[config.mk]
export PLATFORM = sky130hd
export DESIGN_NAME = fifo_eviction_key_cache
export DESIGN_NICKNAME = d
export VERILOG_FILES = /design/src/design/fekc_pkg.sv /design/src/design/fekc_order.sv /design/src/design/fekc_store.sv /design/src/design/fifo_eviction_key_cache.sv
export SDC_FILE = /design/constraint.sdc
export NUM_CORES = 2
export LEC_CHECK = 0
export BUFFER_PORTS_ARGS = -buffer_cell sky130_fd_sc_hd__clkbuf_2
export CAP_MARGIN = 40
export CELL_PAD_IN_SITES_DETAIL_PLACEMENT = 1
export CELL_PAD_IN_SITES_GLOBAL_PLACEMENT = 1
export CORE_ASPECT_RATIO = 0.5
export CORE_MARGIN = 2
export CORE_UTILIZATION = 52
export DETAILED_ROUTE_END_ITERATION = 8
export GPL_ROUTABILITY_DRIVEN = 0
export GPL_TIMING_DRIVEN = 0
export PLACE_DENSITY = 0.79
export SLEW_MARGIN = 20
export SYNTH_ARGS = -nofsm -noshare
export SYNTH_HDL_FRONTEND = slang
export SYNTH_SLANG_ARGS = --single-unit
[constraint.sdc]
create_clock -name clk -period 13.2 [get_ports clk]
set_input_delay 0.66 -clock clk [delete_from_list [all_inputs] [get_ports clk]]
set_output_delay 0.66 -clock clk [all_outputs]
set_load 0.01 [all_outputs]
[src/design/fekc_pkg.sv]
// ----------------------------------------------------------------------------
// fekc_pkg: shared types and constants of the FIFO-eviction key cache
// Sizes, item layouts and the control bundles passed between the sequencer,
// the age-order list and the key/value store.
// ----------------------------------------------------------------------------
package fekc_pkg;

  localparam int DEPTH       = 16;
  localparam int VALUE_WIDTH = 32;

  localparam int SLOT_W = (DEPTH > 1) ? $clog2(DEPTH) : 1;
  localparam int CNT_W  = $clog2(DEPTH + 1);
  localparam int KEY_W  = 32;
  localparam int DATA_W = 32;
  localparam int CAP_W  = 5;
  localparam int ECNT_W = 5;

  localparam logic [CAP_W-1:0] CAP_RESET = 5'd16;

  typedef logic [SLOT_W-1:0] slot_t;
  typedef logic [CNT_W-1:0]  cnt_t;

  typedef enum logic [1:0] {
    FUNC_ADD    = 2'd0,
    FUNC_REMOVE = 2'd1,
    FUNC_GET    = 2'd2,
    FUNC_FLUSH  = 2'd3
  } func_t;

  typedef struct packed {
    func_t                    func;
    logic signed [KEY_W-1:0]  key;
    logic        [DATA_W-1:0] value;
  } in_item_t;

  typedef struct packed {
    logic              hit;
    logic [DATA_W-1:0] value_out;
    logic              evicted;
    logic [ECNT_W-1:0] entry_count;
  } out_item_t;

  // ins: push slot as newest, shifting positions 1..cnt down by one.
  // del: pull out position pos, close the gap below cnt, park slot at cnt-1.
  typedef struct packed {
    logic  ins;
    logic  del;
    slot_t pos;
    slot_t slot;
    cnt_t  cnt;
  } order_cmd_t;

  typedef struct packed {
    logic                   en;
    slot_t                  addr;
    logic [KEY_W-1:0]       key;
    logic [VALUE_WIDTH-1:0] value;
  } store_wr_t;

endpackage

[src/design/fekc_order.sv]
// ----------------------------------------------------------------------------
// fekc_order: age-order list of slot numbers, newest first
// Each position loads from itself, a fixed neighbor or the command's slot; one read port.
// ----------------------------------------------------------------------------
module fekc_order (
  input  logic                clk,
  input  logic                rst_n,
  input  fekc_pkg::order_cmd_t cmd,
  input  fekc_pkg::slot_t     rd_idx,
  output fekc_pkg::slot_t     rd_slot
);

  fekc_pkg::slot_t age_r   [fekc_pkg::DEPTH];
  fekc_pkg::slot_t age_nxt [fekc_pkg::DEPTH];

  assign rd_slot = age_r[rd_idx];

  for (genvar g = 0; g < fekc_pkg::DEPTH; g++) begin : g_pos
    localparam int DN = (g > 0) ? g - 1 : 0;
    localparam int UP = (g < fekc_pkg::DEPTH - 1) ? g + 1 : g;

    always_comb begin
      age_nxt[g] = age_r[g];
      if (cmd.ins) begin
        if (g == 0) begin
          age_nxt[g] = cmd.slot;
        end else if (g <= int'(cmd.cnt)) begin
          age_nxt[g] = age_r[DN];
        end
      end else if (cmd.del) begin
        if (g >= int'(cmd.pos) && g + 1 < int'(cmd.cnt)) begin
          age_nxt[g] = age_r[UP];
        end else if (g + 1 == int'(cmd.cnt)) begin
          age_nxt[g] = cmd.slot;
        end
      end
    end

    // Reset to the identity order: free slots are taken in ascending order.
    always_ff @(posedge clk) begin
      if (!rst_n) begin
        age_r[g] <= fekc_pkg::SLOT_W'(g);
      end else begin
        age_r[g] <= age_nxt[g];
      end
    end
  end

endmodule

[src/design/fekc_store.sv]
// ----------------------------------------------------------------------------
// fekc_store: key and value memories indexed by slot
// One write port, one read port with registered read data.
// ----------------------------------------------------------------------------
module fekc_store (
  input  logic                                clk,
  input  fekc_pkg::store_wr_t                 wr,
  input  fekc_pkg::slot_t                     rd_addr,
  output logic [fekc_pkg::KEY_W-1:0]          rd_key,
  output logic [fekc_pkg::VALUE_WIDTH-1:0]    rd_value
);

  logic [fekc_pkg::KEY_W-1:0]       key_mem [fekc_pkg::DEPTH];
  logic [fekc_pkg::VALUE_WIDTH-1:0] val_mem [fekc_pkg::DEPTH];

  always_ff @(posedge clk) begin
    if (wr.en) begin
      key_mem[wr.addr] <= wr.key;
      val_mem[wr.addr] <= wr.value;
    end
  end

  always_ff @(posedge clk) begin
    rd_key   <= key_mem[rd_addr];
    rd_value <= val_mem[rd_addr];
  end

endmodule

[src/design/fifo_eviction_key_cache.sv]
// ----------------------------------------------------------------------------
// fifo_eviction_key_cache: key/value cache with oldest-first eviction
// Sequencer around one key comparator, an age-order list and a slot store.
// ----------------------------------------------------------------------------
// Holds up to DEPTH key/value entries, newest first. Add stores a new
// entry as newest and, when the cache is at or above capacity, drops the
// oldest one and flags it as evicted. Get returns the value of the newest
// entry with a matching key; remove deletes that entry and closes the gap;
// flush empties the cache. Duplicate keys are kept. Capacity is to be written
// on the cfg port by the user only while the block is idle; the block itself
// does not enforce this. Capacity is used clamped to 1..DEPTH. One item is
// handled at a time. Get and remove scan the entries from the newest: one
// stored key is read from the key memory and compared per cycle, so they
// take longer the further back the match sits, and a miss scans every live
// entry. A finished result sits in the output register, and the next item
// can be accepted while it waits.
// ----------------------------------------------------------------------------
module fifo_eviction_key_cache (
  input  logic                          clk,
  input  logic                          rst_n,
  input  logic                          in_valid,
  output logic                          in_ready,
  input  fekc_pkg::in_item_t            in_data,
  output logic                          out_valid,
  input  logic                          out_ready,
  output fekc_pkg::out_item_t           out_data,
  input  logic                          cfg_valid,
  output logic                          cfg_ready,
  input  logic [fekc_pkg::CAP_W-1:0]    cfg_data
);

  typedef enum logic [1:0] {
    S_IDLE,
    S_ADD,
    S_SCAN,
    S_RESP
  } state_t;

  state_t                       state_r, state_nxt;
  fekc_pkg::in_item_t           in_r, in_nxt;
  logic [fekc_pkg::CAP_W-1:0]   cap_r, cap_nxt;
  fekc_pkg::cnt_t               cnt_r, cnt_nxt;
  fekc_pkg::cnt_t               p_r, p_nxt;
  logic                         rd_vld_r, rd_vld_nxt;
  fekc_pkg::slot_t              rd_pos_r, rd_pos_nxt;
  fekc_pkg::slot_t              rd_slot_r, rd_slot_nxt;
  fekc_pkg::out_item_t          res_r, res_nxt;
  logic                         out_valid_r, out_valid_nxt;
  fekc_pkg::out_item_t          out_data_r, out_data_nxt;

  fekc_pkg::order_cmd_t         ord_cmd;
  fekc_pkg::slot_t              ord_rd_idx;
  fekc_pkg::slot_t              ord_rd_slot;
  fekc_pkg::store_wr_t          st_wr;
  logic [fekc_pkg::KEY_W-1:0]       st_rd_key;
  logic [fekc_pkg::VALUE_WIDTH-1:0] st_rd_value;

  fekc_pkg::cnt_t               cap_eff;
  logic                         evict;
  fekc_pkg::cnt_t               cnt_ev;
  logic                         ins_ok;
  logic                         key_match;

  fekc_order u_order (
    .clk     (clk),
    .rst_n   (rst_n),
    .cmd     (ord_cmd),
    .rd_idx  (ord_rd_idx),
    .rd_slot (ord_rd_slot)
  );

  // The store reads the slot named at the current age position; during an
  // add the same slot is the free one that gets written.
  fekc_store u_store (
    .clk      (clk),
    .wr       (st_wr),
    .rd_addr  (ord_rd_slot),
    .rd_key   (st_rd_key),
    .rd_value (st_rd_value)
  );

  assign in_ready  = (state_r == S_IDLE);
  assign cfg_ready = 1'b1;
  assign out_valid = out_valid_r;
  assign out_data  = out_data_r;

  // Clamp capacity to 1..DEPTH.
  always_comb begin
    if (cap_r == '0) begin
      cap_eff = fekc_pkg::CNT_W'(1);
    end else if (int'(cap_r) > fekc_pkg::DEPTH) begin
      cap_eff = fekc_pkg::CNT_W'(fekc_pkg::DEPTH);
    end else begin
      cap_eff = fekc_pkg::CNT_W'(cap_r);
    end
  end

  // Evict only the single oldest entry, even if capacity was lowered.
  assign evict     = (cnt_r >= cap_eff) && (cnt_r != '0);
  assign cnt_ev    = cnt_r - fekc_pkg::CNT_W'(evict);
  assign ins_ok    = int'(cnt_ev) < fekc_pkg::DEPTH;
  assign key_match = rd_vld_r && (st_rd_key == in_r.key);

  always_comb begin
    state_nxt     = state_r;
    in_nxt        = in_r;
    cap_nxt       = cap_r;
    cnt_nxt       = cnt_r;
    p_nxt         = p_r;
    rd_vld_nxt    = 1'b0;
    rd_pos_nxt    = rd_pos_r;
    rd_slot_nxt   = rd_slot_r;
    res_nxt       = res_r;
    out_valid_nxt = out_valid_r && !out_ready;
    out_data_nxt  = out_data_r;

    ord_cmd       = '0;
    ord_rd_idx    = fekc_pkg::SLOT_W'(p_r);
    st_wr         = '0;

    if (cfg_valid) begin
      cap_nxt = cfg_data;
    end

    unique case (state_r)
      S_IDLE: begin
        if (in_valid) begin
          in_nxt = in_data;
          p_nxt  = '0;
          unique case (in_data.func)
            fekc_pkg::FUNC_ADD: begin
              state_nxt = S_ADD;
            end
            fekc_pkg::FUNC_REMOVE, fekc_pkg::FUNC_GET: begin
              state_nxt = S_SCAN;
            end
            fekc_pkg::FUNC_FLUSH: begin
              cnt_nxt   = '0;
              res_nxt   = '0;
              state_nxt = S_RESP;
            end
          endcase
        end
      end

      S_ADD: begin
        // Take the first free slot, push it as newest, write the entry.
        ord_rd_idx   = fekc_pkg::SLOT_W'(cnt_ev);
        ord_cmd.ins  = ins_ok;
        ord_cmd.cnt  = cnt_ev;
        ord_cmd.slot = ord_rd_slot;
        st_wr.en     = ins_ok;
        st_wr.addr   = ord_rd_slot;
        st_wr.key    = in_r.key;
        st_wr.value  = fekc_pkg::VALUE_WIDTH'(in_r.value);
        cnt_nxt      = cnt_ev + fekc_pkg::CNT_W'(ins_ok);
        res_nxt.hit         = 1'b0;
        res_nxt.value_out   = '0;
        res_nxt.evicted     = evict;
        res_nxt.entry_count = fekc_pkg::ECNT_W'(cnt_nxt);
        state_nxt    = S_RESP;
      end

      S_SCAN: begin
        // Compare the key read last cycle while the next one is fetched.
        priority if (key_match) begin
          res_nxt.hit     = 1'b1;
          res_nxt.evicted = 1'b0;
          if (in_r.func == fekc_pkg::FUNC_GET) begin
            res_nxt.value_out = fekc_pkg::DATA_W'(st_rd_value);
          end else begin
            res_nxt.value_out = '0;
            ord_cmd.del  = 1'b1;
            ord_cmd.pos  = rd_pos_r;
            ord_cmd.slot = rd_slot_r;
            ord_cmd.cnt  = cnt_r;
            cnt_nxt      = cnt_r - fekc_pkg::CNT_W'(1);
          end
          res_nxt.entry_count = fekc_pkg::ECNT_W'(cnt_nxt);
          state_nxt = S_RESP;
        end else if (!rd_vld_r && p_r >= cnt_r) begin
          res_nxt             = '0;
          res_nxt.entry_count = fekc_pkg::ECNT_W'(cnt_r);
          state_nxt           = S_RESP;
        end else if (p_r < cnt_r) begin
          rd_vld_nxt  = 1'b1;
          rd_pos_nxt  = fekc_pkg::SLOT_W'(p_r);
          rd_slot_nxt = ord_rd_slot;
          p_nxt       = p_r + fekc_pkg::CNT_W'(1);
        end else begin
          rd_vld_nxt = 1'b0;
        end
      end

      S_RESP: begin
        // Hold the result until the output register is free.
        if (!out_valid_r || out_ready) begin
          out_valid_nxt = 1'b1;
          out_data_nxt  = res_r;
          state_nxt     = S_IDLE;
        end
      end
    endcase
  end

  always_ff @(posedge clk) begin
    if (!rst_n) begin
      state_r     <= S_IDLE;
      cap_r       <= fekc_pkg::CAP_RESET;
      cnt_r       <= '0;
      rd_vld_r    <= 1'b0;
      out_valid_r <= 1'b0;
    end else begin
      state_r     <= state_nxt;
      cap_r       <= cap_nxt;
      cnt_r       <= cnt_nxt;
      rd_vld_r    <= rd_vld_nxt;
      out_valid_r <= out_valid_nxt;
    end
    in_r       <= in_nxt;
    p_r        <= p_nxt;
    rd_pos_r   <= rd_pos_nxt;
    rd_slot_r  <= rd_slot_nxt;
    res_r      <= res_nxt;
    out_data_r <= out_data_nxt;
  end

  a_cnt_bound: assert property (@(posedge clk) disable iff (!rst_n)
    int'(cnt_r) <= fekc_pkg::DEPTH)
    else $error("entry count above depth");

  a_scan_in_range: assert property (@(posedge clk) disable iff (!rst_n)
    rd_vld_r |-> (state_r == S_SCAN) && (fekc_pkg::CNT_W'(rd_pos_r) < cnt_r))
    else $error("key read outside live entries");

  a_evict_only_add: assert property (@(posedge clk) disable iff (!rst_n)
    (state_r == S_RESP) && res_r.evicted |-> in_r.func == fekc_pkg::FUNC_ADD)
    else $error("eviction reported for a non-add item");

  a_hit_only_lookup: assert property (@(posedge clk) disable iff (!rst_n)
    (state_r == S_RESP) && res_r.hit |->
      (in_r.func == fekc_pkg::FUNC_GET) || (in_r.func == fekc_pkg::FUNC_REMOVE))
    else $error("hit reported for add or flush");

  a_remove_shrinks: assert property (@(posedge clk) disable iff (!rst_n)
    (state_r == S_SCAN) && key_match && (in_r.func == fekc_pkg::FUNC_REMOVE)
      |=> cnt_r == $past(cnt_r) - fekc_pkg::CNT_W'(1))
    else $error("remove hit did not drop one entry");

endmodule

==> results by stage <==
Synthesis:
- The portion of synthesized cell area occupied by the leading cell type is 65.1%.
- The mapped cell area is 54500 sq um.
- The number of nets produced by synthesis is 3854.
- In the synthesized netlist the async set-or-reset flop fraction comes to 0%.
- After technology mapping, the gate count stands at 3754.
- The commonest cells after synthesis are edfxtp_1 (1181), mux2i_1 (443), nand2_1 (369).
- The sequential-to-total area share from yosys stat is 70.3%.
- The largest total area in the synthesized netlist belongs to edfxtp_1.
- The number of warnings reported in the yosys synthesis log is 0.
- The number of synthesized flops with an enable pin is 1181.
- Each instance of the synthesized netlist takes up on average 14.5 sq um.
- Among all flip-flop cells after synthesis, the most frequent one is edfxtp_1.
- The leading cell type by number of instances after synthesis is edfxtp_1.
- The post-synthesis sequential element count is 1323.
- The number of distinct library cells after synthesis is 78.
- Ranked by total cell area, the synthesized netlist is headed by edfxtp_1 (65%), mux2i_1 (8.1%), dfxtp_1 (5.2%), mux2_2 (2.7%), nand2_1 (2.5%).

Finish:
- The layout-stage area growth over the synthesis result is 14.5%.
- The area of the multi-input gates is 15200 sq um.
- In the final layout, flip-flops and latches occupy 38300 sq um.
- The proportion of layout cells with a drive suffix above 1 is 15.5%.
- The total of fill cells in the finished design is 9715.
- The final standard cell utilization of the core is 60.4%.
- The number of nets in the finished design is 4198.

Critical path:
- For this run, the slowest stage of the critical path takes 0.77 ns.
- In this run the worst path has a maximum fanout of 10.
- The arrival time at the worst endpoint is 8.91 ns.
- The most frequent cell on the critical path is buf_4.
- The startpoint type of the worst setup path is a register.
- The worst setup path is captured at a register.
- The critical path is of the reg -> reg type.
- The cell with the biggest individual delay on the critical path is nor3_2.
- The data required time of the critical path is 13.67 ns.

Clocking:
- The clock tree synthesis step divided the H-tree into 3 levels.
- TritonCTS built the clock tree.
- At the later pin of the worst-skew pair, clock insertion delay measures 0.77 ns.
- The maximum buffer depth of the clock tree is 3.
- The cell sitting at the root of the clock tree is a clkbuf_16.
- The number of clock buffers added by TritonCTS is 110.
- The number of buffers inserted by hold repair at cts is 0.
- The number of instances resized during post-cts repair is 0.
- The post-CTS setup-driven buffer insertion count is 0.
- Counting every sink on the clock net gives 1323.
- The clock-pin slew reported for the worst setup and hold paths after clock tree synthesis is 0.07 ns.

Timing:
- Subtracting the final worst setup slack from the clock period gives 8.44 ns.
- The remaining max-slew budget at the tightest pin is 30.2%.
- The final number of max-transition violations is 0.
- Setup violations remaining at the end of the flow were counted as 0.
- The worst path uses 64.0% of the clock period.
- The slew at the pin with the worst max-slew slack is 1.05 ns.
- For the final database, setup skew stands at 0.0621 ns.
- The fmax is 118 MHz.
- Setup repair after global routing left no endpoint under its margin.
- The final hold violation count is 0.

Floorplanning:
- The total die area is 108000 sq um.
- The width of the die is 462 um.
- The initial utilization of the core area, before any placement, comes to 52.8%.
- For this design the top-level I/O count stands at 118.
- The floorplan step defined a core boundary enclosing 103000 sq um.
- The die is 233 um tall.
- The total number of placement rows is 83.

Route:
- The final antenna-violating net count is 0.
- The routed wire length is 178000 um.
- The number of vias per cell after detailed routing is 6.49.
- For this block, the initial DRC count from the detailed router was 4488.
- The number of remaining DRC errors is 0.
- The pre-antenna-repair detailed-routing pass consisted of 5 iterations.
- The average wire length per cell after detail routing is 31.8 um.
- The total vias in the final route is 36300.

GRT:
- Global routing consumed, over all layers together, 33.2% of the routing resources.
- Entering global routing, the biggest net connects 37 pins.
- The number of global-route vias before repair came to 38500.
- The total global routing overflow is 0.
- The initial antenna violation count is 2.
- The wire length of the first global-routing pass is 259000 um.

Run status:
- The flow ran to the end, and the final reports show no timing, DRC or antenna violations.

Hold path:
- The worst hold path belongs to the class in -> reg.

Placed design:
- The number of buffers added on ports is 115.
- Once detailed placement completed, the half-perimeter wirelength came to 118000 um.

Flow run:
- Max-cap violations in this run came to 0.
## cell type report
class,instances,area share [%]
inverter,31,0.187
clock buffer,159,5.06
multi-input combinational,2171,24.4
timing repair buffer,232,3.50
sequential,1323,61.4
antenna,1,0.00401
clock inverter,51,1.05
tap,1402,2.81
buffer,229,1.52
## worst paths after layout
path / slack [ns] / endpoint / from / depth (start not counted)
max reg2reg: 4.76 / u_store.val_mem[6][9]$_DFFE_PP_ / cnt_r[0]$_SDFFE_PN0P_ / 29
max: 4.76 / u_store.val_mem[6][9]$_DFFE_PP_ / cnt_r[0]$_SDFFE_PN0P_ / 29
min: 0.07 / in_r[28]$_DFFE_PP_ / in_data[28] / 1
min reg2reg: 0.42 / out_data[4]$_DFFE_PP_ / res_r[4]$_DFFE_PP_ / 0
## placed cells by master (no fill, tap or decap), types with 14 or more instances in the layout
master        n
clkbuf_16   111
a211oi_1    167
edfxtp_1   1181
clkbuf_8     20
and3_1       24
mux2i_1     443
a311oi_1     65
a21oi_1     129
nor3_1       18
mux2_2      133
nand2_1     369
buf_12       28
a211o_1      31
xnor2_1      26
dfxtp_1     142
ha_1         24
nand3_1      35
nand2b_1     24
clkinv_2     20
and2_1      108
buf_2        60
o21ai_0      49
o211ai_1     14
buf_6        34
nand4_1      18
inv_1        29
buf_4        37
clkbuf_2    119
clkbuf_1    182
a31oi_1      75
nor2_1      228
## cell families (layout without fill, tap and decap cells)
| kind of cell | Yosys count | count (layout) | share of synthesized area (%) |
|---|---|---|---|
| DFF | 1323 | 1323 | 70.3 |
| and+or+nand+nor | 902 | 902 | 7.59 |
| AOI/OAI and AO/OA | 630 | 630 | 8.05 |
| muxes | 576 | 576 | 10.9 |
| buffers and inverters | 260 | 702 | 1.95 |
| xor gates and xnor gates | 38 | 38 | 0.625 |
| adders and majority gates | 24 | 24 | 0.551 |
| other | 1 | 2 | 0.00689 |
## state kept, by name, summed over array words and instances, names as in the netlist, 32 cells and up
name              cells
res_r                39
u_store.key_mem     512
u_store.rd_key       32
u_store.val_mem     512
u_order.age_r        64
in_r                 66
u_store.rd_value     32
out_data             39
## layer usage
layer	GRT usage (%)	up-vias	routed length, um
met2	54.6	2292	85500
met4	16.2	2	9220
li1	-	15000	-
met3	6.90	532	16400
met5	0	-	13
met1	42.0	18500	67000
## critical path: cells and delay by family (launching register included)
family	cells	cell delay, ns
compound gates	6	0.98
fa+ha+maj	3	0.85
buf+inv	12	3.80
flops	1	0.46
simple gates	8	2.06
## through the flow
stage          instance area (sq um)  hold slack (ns)  cells  setup WS [ns]  TNS [ns]
6_report                       62400           0.0704   5599           4.76         0
2_1_floorplan                  54500            0.400   3754           3.87         0
4_1_cts                        62200           0.0311   5583           4.90         0
3_3_place_gp                   56800            0.403   5271          -3.01   -622.59
5_1_grt                        62400           0.0538   5598           4.35         0
3_5_place_dp                   58400            0.409   5373           5.00         0
Power is not shown: default switching activity piles up to over one toggle a cycle in this logic, so the estimate is an artifact.
